File: config.mk
export PLATFORM = sky130hd
export DESIGN_NAME = radix_text_decoder
export DESIGN_NICKNAME = d
export VERILOG_FILES = /design/src/rtl/rtd_pkg.sv /design/src/rtl/rtd_front.sv /design/src/rtl/rtd_back.sv /design/src/rtl/rtd_result_fifo.sv /design/src/rtl/radix_text_decoder.sv
export SDC_FILE = /design/constraint.sdc
export NUM_CORES = 1
export LEC_CHECK = 0
export ABC_AREA = 0
export BUFFER_PORTS_ARGS = -buffer_cell sky130_fd_sc_hd__buf_2
export CORE_ASPECT_RATIO = 0.9
export CORE_MARGIN = 10
export CORE_UTILIZATION = 50
export CTS_CLUSTER_DIAMETER = 30
export DETAILED_ROUTE_END_ITERATION = 7
export GPL_TIMING_DRIVEN = 1
export HOLD_SLACK_MARGIN = 0.15
export PLACE_DENSITY = 0.67
export SLEW_MARGIN = 10
export SYNTH_ARGS = -nofsm -noshare
export SYNTH_HDL_FRONTEND = slang
export SYNTH_SLANG_ARGS = --single-unit
File: constraint.sdc
create_clock -name clock -period 14.75 [get_ports clock]
set_input_delay 2.95 -clock clock [delete_from_list [all_inputs] [get_ports clock]]
set_output_delay 2.95 -clock clock [all_outputs]
set_load 0.01 [all_outputs]
File: src/rtl/rtd_pkg.sv
// rtd_pkg: shared types, codes and the symbol lookup of the radix text decoder
// used by every rtl file of the decoder; depends on nothing else
package rtd_pkg;

   // decode modes (mode three decodes as crockford)
   localparam logic [1:0] MODE_BASE64    = 2'd0;
   localparam logic [1:0] MODE_BASE32    = 2'd1;
   localparam logic [1:0] MODE_CROCKFORD = 2'd2;

   // status codes on a final result
   localparam logic [1:0] STATUS_OK      = 2'd0;
   localparam logic [1:0] STATUS_EMPTY   = 2'd1;
   localparam logic [1:0] STATUS_INVALID = 2'd2;

   localparam logic [7:0] CHAR_PAD = 8'h3D;

   // queue sizes, both powers of two so that pointers wrap by themselves
   localparam int FRONT_DEPTH  = 2;
   localparam int FRONT_PTR_W  = $clog2(FRONT_DEPTH);
   localparam int FRONT_CNT_W  = $clog2(FRONT_DEPTH + 1);
   localparam int RESULT_DEPTH = 4;
   localparam int RESULT_PTR_W = $clog2(RESULT_DEPTH);
   localparam int RESULT_CNT_W = $clog2(RESULT_DEPTH + 1);

   typedef enum logic [1:0] {
      KIND_NONE   = 2'd0,
      KIND_PAD    = 2'd1,
      KIND_SYMBOL = 2'd2,
      KIND_BAD    = 2'd3
   } kind_type;

   // classified input item
   typedef struct packed {
      kind_type    kind;
      logic [5:0]  value;
      logic        last;
   } item_type;

   typedef struct packed {
      logic [7:0]  data_byte;
      logic [3:0]  valid_bits;
      logic        is_final;
      logic [1:0]  status;
   } result_type;

   // up to two results written in one cycle, first is the older
   typedef struct packed {
      logic [1:0]  count;
      result_type  first;
      result_type  second;
   } result_push_type;

   // returns {hit, value} of one character in the given mode
   function automatic logic [6:0] symbol_lookup(input logic [7:0] c, input logic [1:0] mode);
      logic       hit;
      logic [7:0] v;
      hit = 1'b0;
      v   = 8'd0;
      if (mode == MODE_BASE64) begin
         if (c >= "A" && c <= "Z") begin
            hit = 1'b1; v = c - "A";
         end else if (c >= "a" && c <= "z") begin
            hit = 1'b1; v = c - "a" + 8'd26;
         end else if (c >= "0" && c <= "9") begin
            hit = 1'b1; v = c - "0" + 8'd52;
         end else if (c == "+") begin
            hit = 1'b1; v = 8'd62;
         end else if (c == "/") begin
            hit = 1'b1; v = 8'd63;
         end
      end else if (mode == MODE_BASE32) begin
         if (c >= "A" && c <= "Z") begin
            hit = 1'b1; v = c - "A";
         end else if (c >= "2" && c <= "7") begin
            hit = 1'b1; v = c - "2" + 8'd26;
         end
      end else begin
         if (c >= "0" && c <= "9") begin
            hit = 1'b1; v = c - "0";
         end else if (c >= "A" && c <= "H") begin
            hit = 1'b1; v = c - "A" + 8'd10;
         end else if (c >= "J" && c <= "K") begin
            hit = 1'b1; v = c - "J" + 8'd18;
         end else if (c >= "M" && c <= "N") begin
            hit = 1'b1; v = c - "M" + 8'd20;
         end else if (c >= "P" && c <= "T") begin
            hit = 1'b1; v = c - "P" + 8'd22;
         end else if (c >= "V" && c <= "Z") begin
            hit = 1'b1; v = c - "V" + 8'd27;
         end
      end
      return {hit, v[5:0]};
   endfunction

endpackage

File: src/rtl/rtd_front.sv
// rtd_front: accepts input transactions, classifies each character and
// queues the classified items for the back end; depends on rtd_pkg
module rtd_front (
   input  logic                clock,
   input  logic                reset,
   input  logic [1:0]          mode,
   input  logic                req_push,
   input  logic                req_has_char,
   input  logic [7:0]          req_symbol_char,
   input  logic                req_end_of_input,
   output logic                req_full,
   output logic                item_valid,
   output rtd_pkg::item_type   item,
   input  logic                item_take
);

   rtd_pkg::item_type                 queue_ff [rtd_pkg::FRONT_DEPTH];
   logic [rtd_pkg::FRONT_PTR_W-1:0]   wr_ptr_ff, wr_ptr_in;
   logic [rtd_pkg::FRONT_PTR_W-1:0]   rd_ptr_ff, rd_ptr_in;
   logic [rtd_pkg::FRONT_CNT_W-1:0]   count_ff, count_in;
   logic [6:0]                        lookup;
   rtd_pkg::item_type                 new_item;
   logic                              accept;
   logic                              write;

   // classify the incoming character
   always_comb begin
      lookup         = rtd_pkg::symbol_lookup(req_symbol_char, mode);
      new_item.value = lookup[5:0];
      new_item.last  = req_end_of_input;
      priority if (!req_has_char) begin
         new_item.kind = rtd_pkg::KIND_NONE;
      end else if (req_symbol_char == rtd_pkg::CHAR_PAD) begin
         new_item.kind = rtd_pkg::KIND_PAD;
      end else if (lookup[6]) begin
         new_item.kind = rtd_pkg::KIND_SYMBOL;
      end else begin
         new_item.kind = rtd_pkg::KIND_BAD;
      end
   end

   // a bare item without character and end has no effect and is dropped here
   assign req_full = (count_ff == rtd_pkg::FRONT_CNT_W'(rtd_pkg::FRONT_DEPTH));
   assign accept   = req_push && !req_full;
   assign write    = accept && (req_has_char || req_end_of_input);

   assign item_valid = (count_ff != '0);
   assign item       = queue_ff[rd_ptr_ff];

   // queue pointers and fill count
   always_comb begin
      wr_ptr_in = write ? wr_ptr_ff + 1'b1 : wr_ptr_ff;
      rd_ptr_in = item_take ? rd_ptr_ff + 1'b1 : rd_ptr_ff;
      count_in  = count_ff + rtd_pkg::FRONT_CNT_W'(write)
                           - rtd_pkg::FRONT_CNT_W'(item_take);
   end

   always_ff @(posedge clock) begin
      if (reset) begin
         wr_ptr_ff <= '0;
         rd_ptr_ff <= '0;
         count_ff  <= '0;
      end else begin
         wr_ptr_ff <= wr_ptr_in;
         rd_ptr_ff <= rd_ptr_in;
         count_ff  <= count_in;
      end
   end

   // queue storage
   always_ff @(posedge clock) begin
      if (write) begin
         queue_ff[wr_ptr_ff] <= new_item;
      end
   end

endmodule

File: src/rtl/rtd_back.sv
// rtd_back: carries out classified items, packs symbol bits into bytes and
// checks the text at its end; depends on rtd_pkg
module rtd_back (
   input  logic                      clock,
   input  logic                      reset,
   input  logic [1:0]                mode,
   input  logic                      item_valid,
   input  rtd_pkg::item_type         item,
   output logic                      item_take,
   input  logic                      space_ok,
   output rtd_pkg::result_push_type  push
);

   logic [6:0]  residual_bits_ff, residual_bits_in;
   logic [2:0]  residual_count_ff, residual_count_in;
   logic [2:0]  symbol_count_ff, symbol_count_in;
   logic        any_symbol_ff, any_symbol_in;
   logic [2:0]  pad_count_ff, pad_count_in;
   logic        pad_seen_ff, pad_seen_in;
   logic [5:0]  last_value_ff, last_value_in;
   logic        error_seen_ff, error_seen_in;

   logic [3:0]  sym_bits;
   logic [12:0] acc;
   logic [3:0]  cnt;
   logic        byte_ready;
   logic [3:0]  cnt_left;
   logic [12:0] keep_mask;
   logic [7:0]  byte_value;
   logic [1:0]  end_status;
   rtd_pkg::result_type byte_result;
   rtd_pkg::result_type end_result;

   // rules checked on the whole text at its end
   function automatic logic [1:0] final_status(
      input logic [1:0] md,
      input logic [2:0] syms,
      input logic [2:0] pads,
      input logic       any,
      input logic       padded,
      input logic       err,
      input logic [5:0] last,
      input logic [2:0] rc
   );
      logic [3:0] sum;
      logic [7:0] tail_mask;
      logic [7:0] pad_mask;
      sum       = {1'b0, syms} + {1'b0, pads};
      tail_mask = (8'd1 << rc) - 8'd1;
      pad_mask  = (pads == 3'd1) ? 8'd3 : 8'd15;
      if (!any && !padded && !err) return rtd_pkg::STATUS_EMPTY;
      if (err) return rtd_pkg::STATUS_INVALID;
      if (md == rtd_pkg::MODE_BASE64 || md == rtd_pkg::MODE_BASE32) begin
         if (md == rtd_pkg::MODE_BASE64) begin
            if (sum[1:0] != 2'd0) return rtd_pkg::STATUS_INVALID;
            if (pads > 3'd2) return rtd_pkg::STATUS_INVALID;
            if (pads == 3'd1 && syms[1:0] != 2'd3) return rtd_pkg::STATUS_INVALID;
            if (pads == 3'd2 && syms[1:0] != 2'd2) return rtd_pkg::STATUS_INVALID;
            if (pads != 3'd0 && (pad_mask & {2'b00, last}) != 8'd0)
               return rtd_pkg::STATUS_INVALID;
         end else begin
            if (sum[2:0] != 3'd0) return rtd_pkg::STATUS_INVALID;
            if (pads > 3'd6) return rtd_pkg::STATUS_INVALID;
            if (pads != 3'd0 &&
                !((pads == 3'd6 && syms == 3'd2) || (pads == 3'd4 && syms == 3'd4) ||
                  (pads == 3'd3 && syms == 3'd5) || (pads == 3'd1 && syms == 3'd7)))
               return rtd_pkg::STATUS_INVALID;
         end
         if (rc != 3'd0 && (tail_mask & {2'b00, last}) != 8'd0)
            return rtd_pkg::STATUS_INVALID;
         if (syms == 3'd0 && !any) return rtd_pkg::STATUS_EMPTY;
         if (any && syms == 3'd0) return rtd_pkg::STATUS_OK;
         if (syms <= 3'd1) return rtd_pkg::STATUS_EMPTY;
         return rtd_pkg::STATUS_OK;
      end
      if (pads != 3'd0) return rtd_pkg::STATUS_INVALID;
      if (!any) return rtd_pkg::STATUS_EMPTY;
      return rtd_pkg::STATUS_OK;
   endfunction

   // take an item only when both of its results fit
   assign item_take = item_valid && space_ok;

   // bit packing of one symbol
   always_comb begin
      sym_bits   = (mode == rtd_pkg::MODE_BASE64) ? 4'd6 : 4'd5;
      acc        = (13'(residual_bits_ff) << sym_bits) | 13'(item.value);
      cnt        = {1'b0, residual_count_ff} + sym_bits;
      byte_ready = (cnt >= 4'd8);
      cnt_left   = byte_ready ? cnt - 4'd8 : cnt;
      keep_mask  = (13'd1 << cnt_left) - 13'd1;
      byte_value = 8'(acc >> cnt_left);
      byte_result.data_byte  = byte_value;
      byte_result.valid_bits = 4'd8;
      byte_result.is_final   = 1'b0;
      byte_result.status     = rtd_pkg::STATUS_OK;
   end

   // state update and result generation
   always_comb begin
      residual_bits_in  = residual_bits_ff;
      residual_count_in = residual_count_ff;
      symbol_count_in   = symbol_count_ff;
      any_symbol_in     = any_symbol_ff;
      pad_count_in      = pad_count_ff;
      pad_seen_in       = pad_seen_ff;
      last_value_in     = last_value_ff;
      error_seen_in     = error_seen_ff;
      push              = '0;
      end_status        = rtd_pkg::STATUS_OK;
      end_result        = '0;

      if (item_take && !error_seen_ff) begin
         unique case (item.kind)
            rtd_pkg::KIND_PAD: begin
               pad_seen_in = 1'b1;
               if (pad_count_ff != 3'd7) begin
                  pad_count_in = pad_count_ff + 3'd1;
               end
            end
            rtd_pkg::KIND_SYMBOL: begin
               if (pad_seen_ff) begin
                  error_seen_in = 1'b1;
               end else begin
                  last_value_in     = item.value;
                  symbol_count_in   = symbol_count_ff + 3'd1;
                  any_symbol_in     = 1'b1;
                  residual_count_in = cnt_left[2:0];
                  residual_bits_in  = 7'(acc & keep_mask);
                  if (byte_ready) begin
                     push.count = 2'd1;
                     push.first = byte_result;
                  end
               end
            end
            rtd_pkg::KIND_BAD: begin
               error_seen_in = 1'b1;
            end
            rtd_pkg::KIND_NONE: begin
            end
         endcase
      end

      // end of text: status, crockford tail bits, then a fresh state
      if (item_take && item.last) begin
         end_status = final_status(mode, symbol_count_in, pad_count_in, any_symbol_in,
                                   pad_seen_in, error_seen_in, last_value_in,
                                   residual_count_in);
         end_result.is_final = 1'b1;
         end_result.status   = end_status;
         if (mode[1] && end_status == rtd_pkg::STATUS_OK && residual_count_in != 3'd0) begin
            end_result.data_byte  = 8'({1'b0, residual_bits_in} <<
                                       (4'd8 - {1'b0, residual_count_in}));
            end_result.valid_bits = {1'b0, residual_count_in};
         end
         if (push.count == 2'd0) begin
            push.first = end_result;
         end else begin
            push.second = end_result;
         end
         push.count = push.count + 2'd1;

         residual_bits_in  = '0;
         residual_count_in = '0;
         symbol_count_in   = '0;
         any_symbol_in     = 1'b0;
         pad_count_in      = '0;
         pad_seen_in       = 1'b0;
         last_value_in     = '0;
         error_seen_in     = 1'b0;
      end
   end

   always_ff @(posedge clock) begin
      if (reset) begin
         residual_bits_ff  <= '0;
         residual_count_ff <= '0;
         symbol_count_ff   <= '0;
         any_symbol_ff     <= 1'b0;
         pad_count_ff      <= '0;
         pad_seen_ff       <= 1'b0;
         last_value_ff     <= '0;
         error_seen_ff     <= 1'b0;
      end else begin
         residual_bits_ff  <= residual_bits_in;
         residual_count_ff <= residual_count_in;
         symbol_count_ff   <= symbol_count_in;
         any_symbol_ff     <= any_symbol_in;
         pad_count_ff      <= pad_count_in;
         pad_seen_ff       <= pad_seen_in;
         last_value_ff     <= last_value_in;
         error_seen_ff     <= error_seen_in;
      end
   end

endmodule

File: src/rtl/rtd_result_fifo.sv
// rtd_result_fifo: result queue that takes up to two results a cycle and
// hands out one per pop transaction; depends on rtd_pkg
module rtd_result_fifo (
   input  logic                      clock,
   input  logic                      reset,
   input  rtd_pkg::result_push_type  push,
   output logic                      space_ok,
   input  logic                      rsp_pop,
   output logic                      rsp_empty,
   output rtd_pkg::result_type       head
);

   rtd_pkg::result_type               entry_ff [rtd_pkg::RESULT_DEPTH];
   logic [rtd_pkg::RESULT_PTR_W-1:0]  wr_ptr_ff, wr_ptr_in;
   logic [rtd_pkg::RESULT_PTR_W-1:0]  rd_ptr_ff, rd_ptr_in;
   logic [rtd_pkg::RESULT_CNT_W-1:0]  count_ff, count_in;
   logic [rtd_pkg::RESULT_PTR_W-1:0]  wr_next;
   logic                              pop;

   assign rsp_empty = (count_ff == '0);
   assign head      = entry_ff[rd_ptr_ff];
   assign pop       = rsp_pop && !rsp_empty;
   // room for the worst case of two results
   assign space_ok  = (count_ff <= rtd_pkg::RESULT_CNT_W'(rtd_pkg::RESULT_DEPTH - 2));
   assign wr_next   = wr_ptr_ff + 1'b1;

   // pointers and fill count
   always_comb begin
      wr_ptr_in = wr_ptr_ff + rtd_pkg::RESULT_PTR_W'(push.count);
      rd_ptr_in = pop ? rd_ptr_ff + 1'b1 : rd_ptr_ff;
      count_in  = count_ff + rtd_pkg::RESULT_CNT_W'(push.count)
                           - rtd_pkg::RESULT_CNT_W'(pop);
   end

   always_ff @(posedge clock) begin
      if (reset) begin
         wr_ptr_ff <= '0;
         rd_ptr_ff <= '0;
         count_ff  <= '0;
      end else begin
         wr_ptr_ff <= wr_ptr_in;
         rd_ptr_ff <= rd_ptr_in;
         count_ff  <= count_in;
      end
   end

   // result storage
   always_ff @(posedge clock) begin
      if (push.count != 2'd0) begin
         entry_ff[wr_ptr_ff] <= push.first;
      end
      if (push.count == 2'd2) begin
         entry_ff[wr_next] <= push.second;
      end
   end

endmodule

File: src/rtl/radix_text_decoder.sv
// radix_text_decoder: top level of the base64 / base32 / crockford decoder
// depends on rtd_pkg, rtd_front, rtd_back and rtd_result_fifo
//
// Usage
//   Input queue: drive req_has_char, req_symbol_char and req_end_of_input and
//   raise req_push; the transaction is taken at an edge where req_full is low.
//   Every decoded byte comes out as soon as it forms; the item marked end of
//   input yields one final result with status, plus tail bits in crockford mode.
//   Result queue: while rsp_empty is low the oldest result is on rsp_*; a pop
//   transaction takes it. Bytes of a text whose final status is not ok are junk.
//   csr_decode_mode is written with csr_valid (csr_ready is always high). The
//   user must write it only while no text is in flight; the block does not enforce it.
// Throughput and stalls
//   A taken input transaction waits in the item queue, then the back end decodes it
//   into the result queue. One input transaction per cycle is taken while req_full
//   is low; an item may give two results and the result queue drains one per cycle
//   of pops, so that port sets the long-run rate. The back end stalls when the result queue lacks room for two.
// Reset
//   Both queues empty, decode state cleared, mode base64. A stalled result
//   side fills the result queue, then the item queue, then raises req_full.
module radix_text_decoder (
   input  logic        clock,
   input  logic        reset,
   input  logic        req_push,
   output logic        req_full,
   input  logic        req_has_char,
   input  logic [7:0]  req_symbol_char,
   input  logic        req_end_of_input,
   output logic        rsp_empty,
   input  logic        rsp_pop,
   output logic [7:0]  rsp_data_byte,
   output logic [3:0]  rsp_valid_bits,
   output logic        rsp_is_final,
   output logic [1:0]  rsp_status,
   input  logic        csr_valid,
   output logic        csr_ready,
   input  logic [1:0]  csr_decode_mode
);

   logic [1:0]                mode_ff;
   logic                      item_valid;
   logic                      item_take;
   rtd_pkg::item_type         item;
   logic                      space_ok;
   rtd_pkg::result_push_type  push;
   rtd_pkg::result_type       head;

   // mode register
   assign csr_ready = 1'b1;

   always_ff @(posedge clock) begin
      if (reset) begin
         mode_ff <= rtd_pkg::MODE_BASE64;
      end else if (csr_valid && csr_ready) begin
         mode_ff <= csr_decode_mode;
      end
   end

   rtd_front u_front (
      .clock            (clock),
      .reset            (reset),
      .mode             (mode_ff),
      .req_push         (req_push),
      .req_has_char     (req_has_char),
      .req_symbol_char  (req_symbol_char),
      .req_end_of_input (req_end_of_input),
      .req_full         (req_full),
      .item_valid       (item_valid),
      .item             (item),
      .item_take        (item_take)
   );

   rtd_back u_back (
      .clock      (clock),
      .reset      (reset),
      .mode       (mode_ff),
      .item_valid (item_valid),
      .item       (item),
      .item_take  (item_take),
      .space_ok   (space_ok),
      .push       (push)
   );

   rtd_result_fifo u_result_fifo (
      .clock     (clock),
      .reset     (reset),
      .push      (push),
      .space_ok  (space_ok),
      .rsp_pop   (rsp_pop),
      .rsp_empty (rsp_empty),
      .head      (head)
   );

   // result fields
   assign rsp_data_byte  = head.data_byte;
   assign rsp_valid_bits = head.valid_bits;
   assign rsp_is_final   = head.is_final;
   assign rsp_status     = head.status;

endmodule

Word-level counts from Yosys, hierarchy flattened:

Memory sizes are Yosys's and may differ from the RTL's. A register that Yosys moved wholly into a read port is not among the register bits.
Index checks and enable logic that the tools add are counted.

* memories: 2
* bits of input ports: 17
* bits in writable memories: 78
* bits in registers: 38
* word-level logic and storage cells: 429

* order comparisons: 21
* eq/ne operators: 21
* shift-type cells: 5
* add/sub/neg operators: 34
* mux-type cells: 271
* bitwise logic cells: 4
* reduce and logical (&&, ||, !) cells: 56

Memories
* u_result_fifo.entry_ff: words 4, width 15, rd ports 1, clocked after memory_dff 1, write ports 2, line rtd_result_fifo.sv:13 `rtd_pkg::result_type entry_ff [rtd_pkg::RESULT_DEPTH];`
* u_front.queue_ff: words 2, width 9, rd ports 1, clocked after memory_dff 1, write ports 1, line rtd_front.sv:17 `rtd_pkg::item_type queue_ff [rtd_pkg::FRONT_DEPTH];`

Operators by type and width (number)
* two-way mux 2 bit: 93
* two-way mux 1 bit: 137
* two-way mux 6 bit: 18
* two-way mux 17 bit: 3
* >= comparator 8 x 7 -> 1 bit, second input constant: 6
* less-or-equal comparator 8 x 7 -> 1 bit, second input constant: 6
* adder 6 x 5 -> 6 bit, second input constant: 6
* two-way mux 32 bit: 1
* logical AND 1 bit: 30
* two-way mux 15 bit: 2
* two-way mux 3 bit: 9
* equality test 8 x 6 -> 1 bit, second input constant: 3
* two-way mux 7 bit: 3
* subtractor 6 bit, second input constant: 3
* bitwise AND 8 x 6 -> 8 bit: 2
* >= comparator 8 x 6 -> 1 bit, second input constant: 2
* less-or-equal comparator 8 x 6 -> 1 bit, second input constant: 2
* two-way mux 16 bit: 1
* nonzero test 8 bit: 2
* equality test 3 bit, second input constant: 5
* bitwise OR 13 x 6 -> 13 bit: 1
* << shifter 7 x 4 -> 13 bit: 1
* right shift 13 x 4 -> 8 bit: 1
* two-way mux 12 bit: 1
* 43 further kinds: 74

Logic depth before layout (Yosys ltp):

* depth after elaboration: 93
* depth in mapped cells: 23
* mapped depth without buffers: 20

Hierarchy:

From an unflattened synthesis, not the netlist that was laid out.

* cells, all modules: 841
* area total of the unflattened synthesis: 8742.1 um^2

By module, submodules not included
* rtd_result_fifo: sequential area each 1981.9 um^2, instances 1, cells an instance 196, area an instance 3543.4 um^2
* rtd_back: sequential area each 500.5 um^2, instances 1, cells an instance 343, area an instance 2570.0 um^2
* rtd_front: sequential area each 640.6 um^2, instances 1, cells an instance 294, area an instance 2549.9 um^2
* radix_text_decoder: sequential area each 40.0 um^2, instances 1, cells an instance 8, area an instance 78.8 um^2

Worst setup path before layout:

OpenSTA, ideal clock, no wires.

* kind: input to register
* from: in req_symbol_char[2]
* to: mem u_front.queue_ff[0][4] (netlist bit) (data pin)
* stages on the path: 13
* arrival: 5351 ps
* buffers on the path: 1
* library setup time: 163 ps
* path slack: 9236 ps
* cells stage by stage: clkbuf_1 -> inv_1 -> ha_1 -> a21oi_1 -> nand2_1 -> a22oi_1 -> nand2_1 -> o211ai_1 -> o21ai_0 -> nand2_1 -> o31ai_1 -> a221o_1 -> a31oi_1

* word-level cells in the longest chain between the ends: 10
* elaborated cells between the ends (all ways): 58
* classes of those cells: add/sub: 16; order compare: 16; eq/ne: 2; mux: 15; reduce/logical: 9

Ends and longest elaborated chain
* from (decl): line radix_text_decoder.sv:27 `input logic [7:0] req_symbol_char,`
* subtractor 6 x 5 -> 6 bit, or another cell as far along: line rtd_pkg.sv:89 `hit = 1'b1; v = c - "V" + 8'd27;`
* adder 6 x 5 -> 6 bit / logical AND 1 bit (equally long branches): line rtd_pkg.sv:89, rtd_pkg.sv:88
* two-way mux 6 bit: line rtd_pkg.sv:88 `end else if (c >= "V" && c <= "Z") begin`
* two-way mux 6 bit: line rtd_pkg.sv:86 `end else if (c >= "P" && c <= "T") begin`
* two-way mux 6 bit: line rtd_pkg.sv:84 `end else if (c >= "M" && c <= "N") begin`
* two-way mux 6 bit: line rtd_pkg.sv:82 `end else if (c >= "J" && c <= "K") begin`
* two-way mux 6 bit: line rtd_pkg.sv:80 `end else if (c >= "A" && c <= "H") begin`
* two-way mux 6 bit: line rtd_pkg.sv:78 `if (c >= "0" && c <= "9") begin`
* two-way mux 6 bit: line rtd_pkg.sv:71 `end else if (mode == MODE_BASE32) begin`
* two-way mux 6 bit (*): line rtd_pkg.sv:59 `if (mode == MODE_BASE64) begin`
* named net u_front.lookup[3]: line rtd_front.sv:21 `logic [6:0] lookup;`
* to (decl): line rtd_front.sv:17

The timed path passes the listed nets; every way through them passes the cells marked *.

==> impl_metrics.yaml <==
clock_tree:
  cts_setup_buffers: 0
  clock-root-buffer: "clkbuf_16"
  ctsResizeCount: 0
  clock_latency_ns: 0.42
  hold_buffers: 0
  cts_made_buffers: 17
  clkTransAtPathRegs_ns: 0.06
  cts_tree: "yes"
  htree_levels: 4
  max-clock-path-buffers: 2
  cts.sinks: 119
sta:
  finalCriticalPeriod_ns: 6.723
  finalSetupViolations: 0
  skew_ns: 0.007927
  fmax_mhz: 148.7
  tightest_slew_ns: 1.193
  hold_viol: 0
  setup_tns_ns: 0
  slew_viol_final: 0
  min_period_over_period_pct: 45.58
  rsz0062_at_grt: "no"
  max_slew_margin_pct: 20.48
layout:
  finalInstanceArea_um2: 9392
  fillers: 1485
  syn2layout_area_growth_pct: 10.06
  multi_input_area_um2: 5019
  drive_above_1_share_pct: 12.44
  num_antenna_cells: 0
  nets: 1022
  final-seq-area_um2: 3123
detailed_routing:
  drtIter0Drc: 1012
  wire_per_inst_um: 20.44
  drtAntennaViolNets: 0
  vias: 7659
  viasPerCell: 6.469
  drc: 0
  drtPass1Iterations: 6
  drt-total-wl_mm: 24.20
setup_path:
  required_ns: 14.88
  critPathCaptureType: "flip-flop"
  path_max_fanout: 23
  cpMaxStageDelayCell: "nor2_1"
  path_class: "reg2reg"
  crit_arrival_ns: 6.85
  cp_common_cell: "ha_1"
  r2r_cells: 21
  crit_path_start_kind: "flip-flop"
  crit_chain: "nor2_1 -> inv_2 -> ha_1 -> ha_1 -> inv_1 -> nor3_1 -> a21oi_1 -> buf_4 -> nand2_1 -> inv_1 -> ha_1 -> inv_1 -> ha_1 -> xor2_1 -> a221o_1 -> a21oi_1 -> o211a_1 -> nand3_1 -> a221o_1 -> nand2b_1 -> nor3_1"
  max_stage_delay_ns: 0.70
pwr:
  power.total_mw: 1.437
  max-vdd-ir-drop_mv: 0.08658
  cellLeakagePower_nw: 3.389
  powerDensity_nw_per_um2: 153.1
die:
  dieArea_um2: 22700
  die_w_um: 157.7
  initial_core_util_pct: 50.69
  coreArea_um2: 16830
  std_cell_rows: 45
  die_height_um: 143.9
  io_pins: 35
yosys:
  synth_top_family_by_area: "compound AO/OA/AOI/OAI gates"
  synth_fa_ha_area_share_pct: 6.891
  synth-edff-count: 74
  ys.flop_type: "edfxtp_1"
  syn_area_um2: 8533
  synth_xor_area_share_pct: 3.695
  synthArstFlopShare_pct: 0
  synth_compound_area_share_pct: 21.14
  seq_area_frac_synth_pct: 36.60
  ys_types: 83
  synth.area.mux_share_pct: 7.141
  synth_simple_gate_area_share_pct: 19.90
  syn_area_per_cell_um2: 8.907
  syn_inst: 958
  ys_warn_count: 0
  syn-num-nets: 1020
  ys_seq_elements: 119
placement:
  dpl_cell_area_um2: 8796
  gp_congestion: 0.9764
  portBuffers: 33
  dp_hpwl_mm: 17.46
global_routing:
  gr-total-overflow: 0
  grt_max_degree: 26
  grt_pass1_vias: 7096
  grt_pass1_wl_mm: 38.83
  antenna_found_initial: 0
  track_usage_pct: 21.61
run:
  cap_violations: 0
hold_path:
  worstHoldPathType: "reg2reg"
  min_path_cells: 2
outcome:
  status: "finished, final reports clean"
[synth_stat cells (15+ instances only)]
library cell | instances | share of area [%]
mux2i_1 | 17 | 2.0
o22ai_1 | 30 | 2.2
ha_1 | 43 | 6.3
clkbuf_1 | 48 | 2.1
mux4_2 | 15 | 4.0
nor3_1 | 40 | 2.3
nor2_1 | 98 | 4.3
dfxtp_1 | 45 | 11
o211ai_1 | 15 | 1.3
nand3_1 | 22 | 1.3
nor2b_1 | 17 | 1.2
nand2_1 | 104 | 4.6
a21oi_1 | 52 | 3.0
inv_1 | 39 | 1.7
o21ai_0 | 44 | 2.6
xnor2_1 | 26 | 2.7
edfxtp_1 | 74 | 26
[layout make-up]
| type | count | share of cell area (%) |
|---|---|---|
| Tap cell | 211 | 2.811 |
| Inverter | 40 | 1.599 |
| Sequential cell | 119 | 33.25 |
| Clock inverter | 12 | 1.239 |
| Multi-Input combinational cell | 739 | 53.44 |
| Timing Repair Buffer | 43 | 2.558 |
| Clock buffer | 20 | 5.103 |
[critical path, delay by kind of cell, from the launching register on]
family,cells,cell delay (ns)
buf+inv,5,1.10
simple gates,6,1.91
compound gates,5,1.22
fa+ha+maj,4,1.51
flops,1,0.57
xor+xnor,1,0.09
[flip-flops by register name (all words and copies together) (netlist names), named ones only]
signal and count:
mode_ff 2, u_back.any_symbol_ff 1, u_back.error_seen_ff 1, u_back.last_value_ff 6, u_back.pad_count_ff 3, u_back.pad_seen_ff 1
u_back.residual_bits_ff 7, u_back.residual_count_ff 3, u_back.symbol_count_ff 3, u_front.count_ff 2, u_front.queue_ff 18, u_front.rd_ptr_ff 1
u_front.wr_ptr_ff 1, u_result_fifo.count_ff 3, u_result_fifo.entry_ff 60, u_result_fifo.rd_ptr_ff 2, u_result_fifo.wr_ptr_ff 2
[per-layer routing]
layer  vias to the layer above  share of wire (%)  GRT usage [%]
met4                         0                2.0          6.195
li1                       3586                  -              -
met5                         -                  0              0
met3                        42                9.8          4.601
met1                      3588                 45          31.28
met2                       443                 43          31.48
[metrics by stage]
step                      setup slack [ns]  utilization [%]  instances  hold WS [ns]
after global placement               8.570            52.25       1152        0.4390
after global routing                 7.532            55.79       1184        0.4847
after CTS                            8.210            55.79       1184        0.4657
after detailed placement             8.244            52.25       1152        0.4567
final                                8.027            55.79       1184        0.4653
after floorplan                      9.236                -        958        0.4258
[cells by family (layout without fill, tap and decap cells)]
logic type / Yosys count / count (layout)
AND/OR/NAND/NOR: 355 / 355
AO/OA/AOI/OAI: 261 / 261
flip-flops: 119 / 119
buffers and inverters: 100 / 115
adder cells (fa/ha/maj): 46 / 46
multiplexers: 40 / 40
XOR/XNOR: 36 / 36
other: 1 / 1
[placed cells by master (no fill, tap or decap), drive strengths merged, types with 5 or more instances in the layout]
cell	n
a2111oi	6
a211oi	11
a21o	6
a21oi	55
a221oi	6
a22oi	7
a31oi	14
and2	11
and3	6
buf	43
clkbuf	20
clkinvlp	5
dfxtp	45
edfxtp	74
ha	43
inv	42
mux2	7
mux2i	18
mux4	15
nand2	104
nand2b	11
nand3	22
nand4	9
nor2	99
nor2b	17
nor3	41
o211ai	15
o21ai	45
o221ai	7
o22ai	30
o31ai	5
o32ai	9
or2	7
or3	11
xnor2	26
xor2	10
[power by group]
part	total (mW)	internal (mW)	switching [mW]
Sequential	0.448	0.400	0.0487
Clock	0.414	0.253	0.161
Combinational	0.575	0.213	0.362
Total	1.44	0.865	0.572
[final timing paths]
check	startpoint	to	slack [ns]
hold / removal	u_result_fifo.entry_ff[1][6]	u_result_fifo.entry_ff[1][6]	0.47
hold reg to reg	u_result_fifo.entry_ff[1][6]	u_result_fifo.entry_ff[1][6]	0.47
setup reg to reg	mode_ff[1]	u_result_fifo.entry_ff[2][5]	8.03
setup / recovery	mode_ff[1]	u_result_fifo.entry_ff[2][5]	8.03
Power figures use the tool's default switching activity.
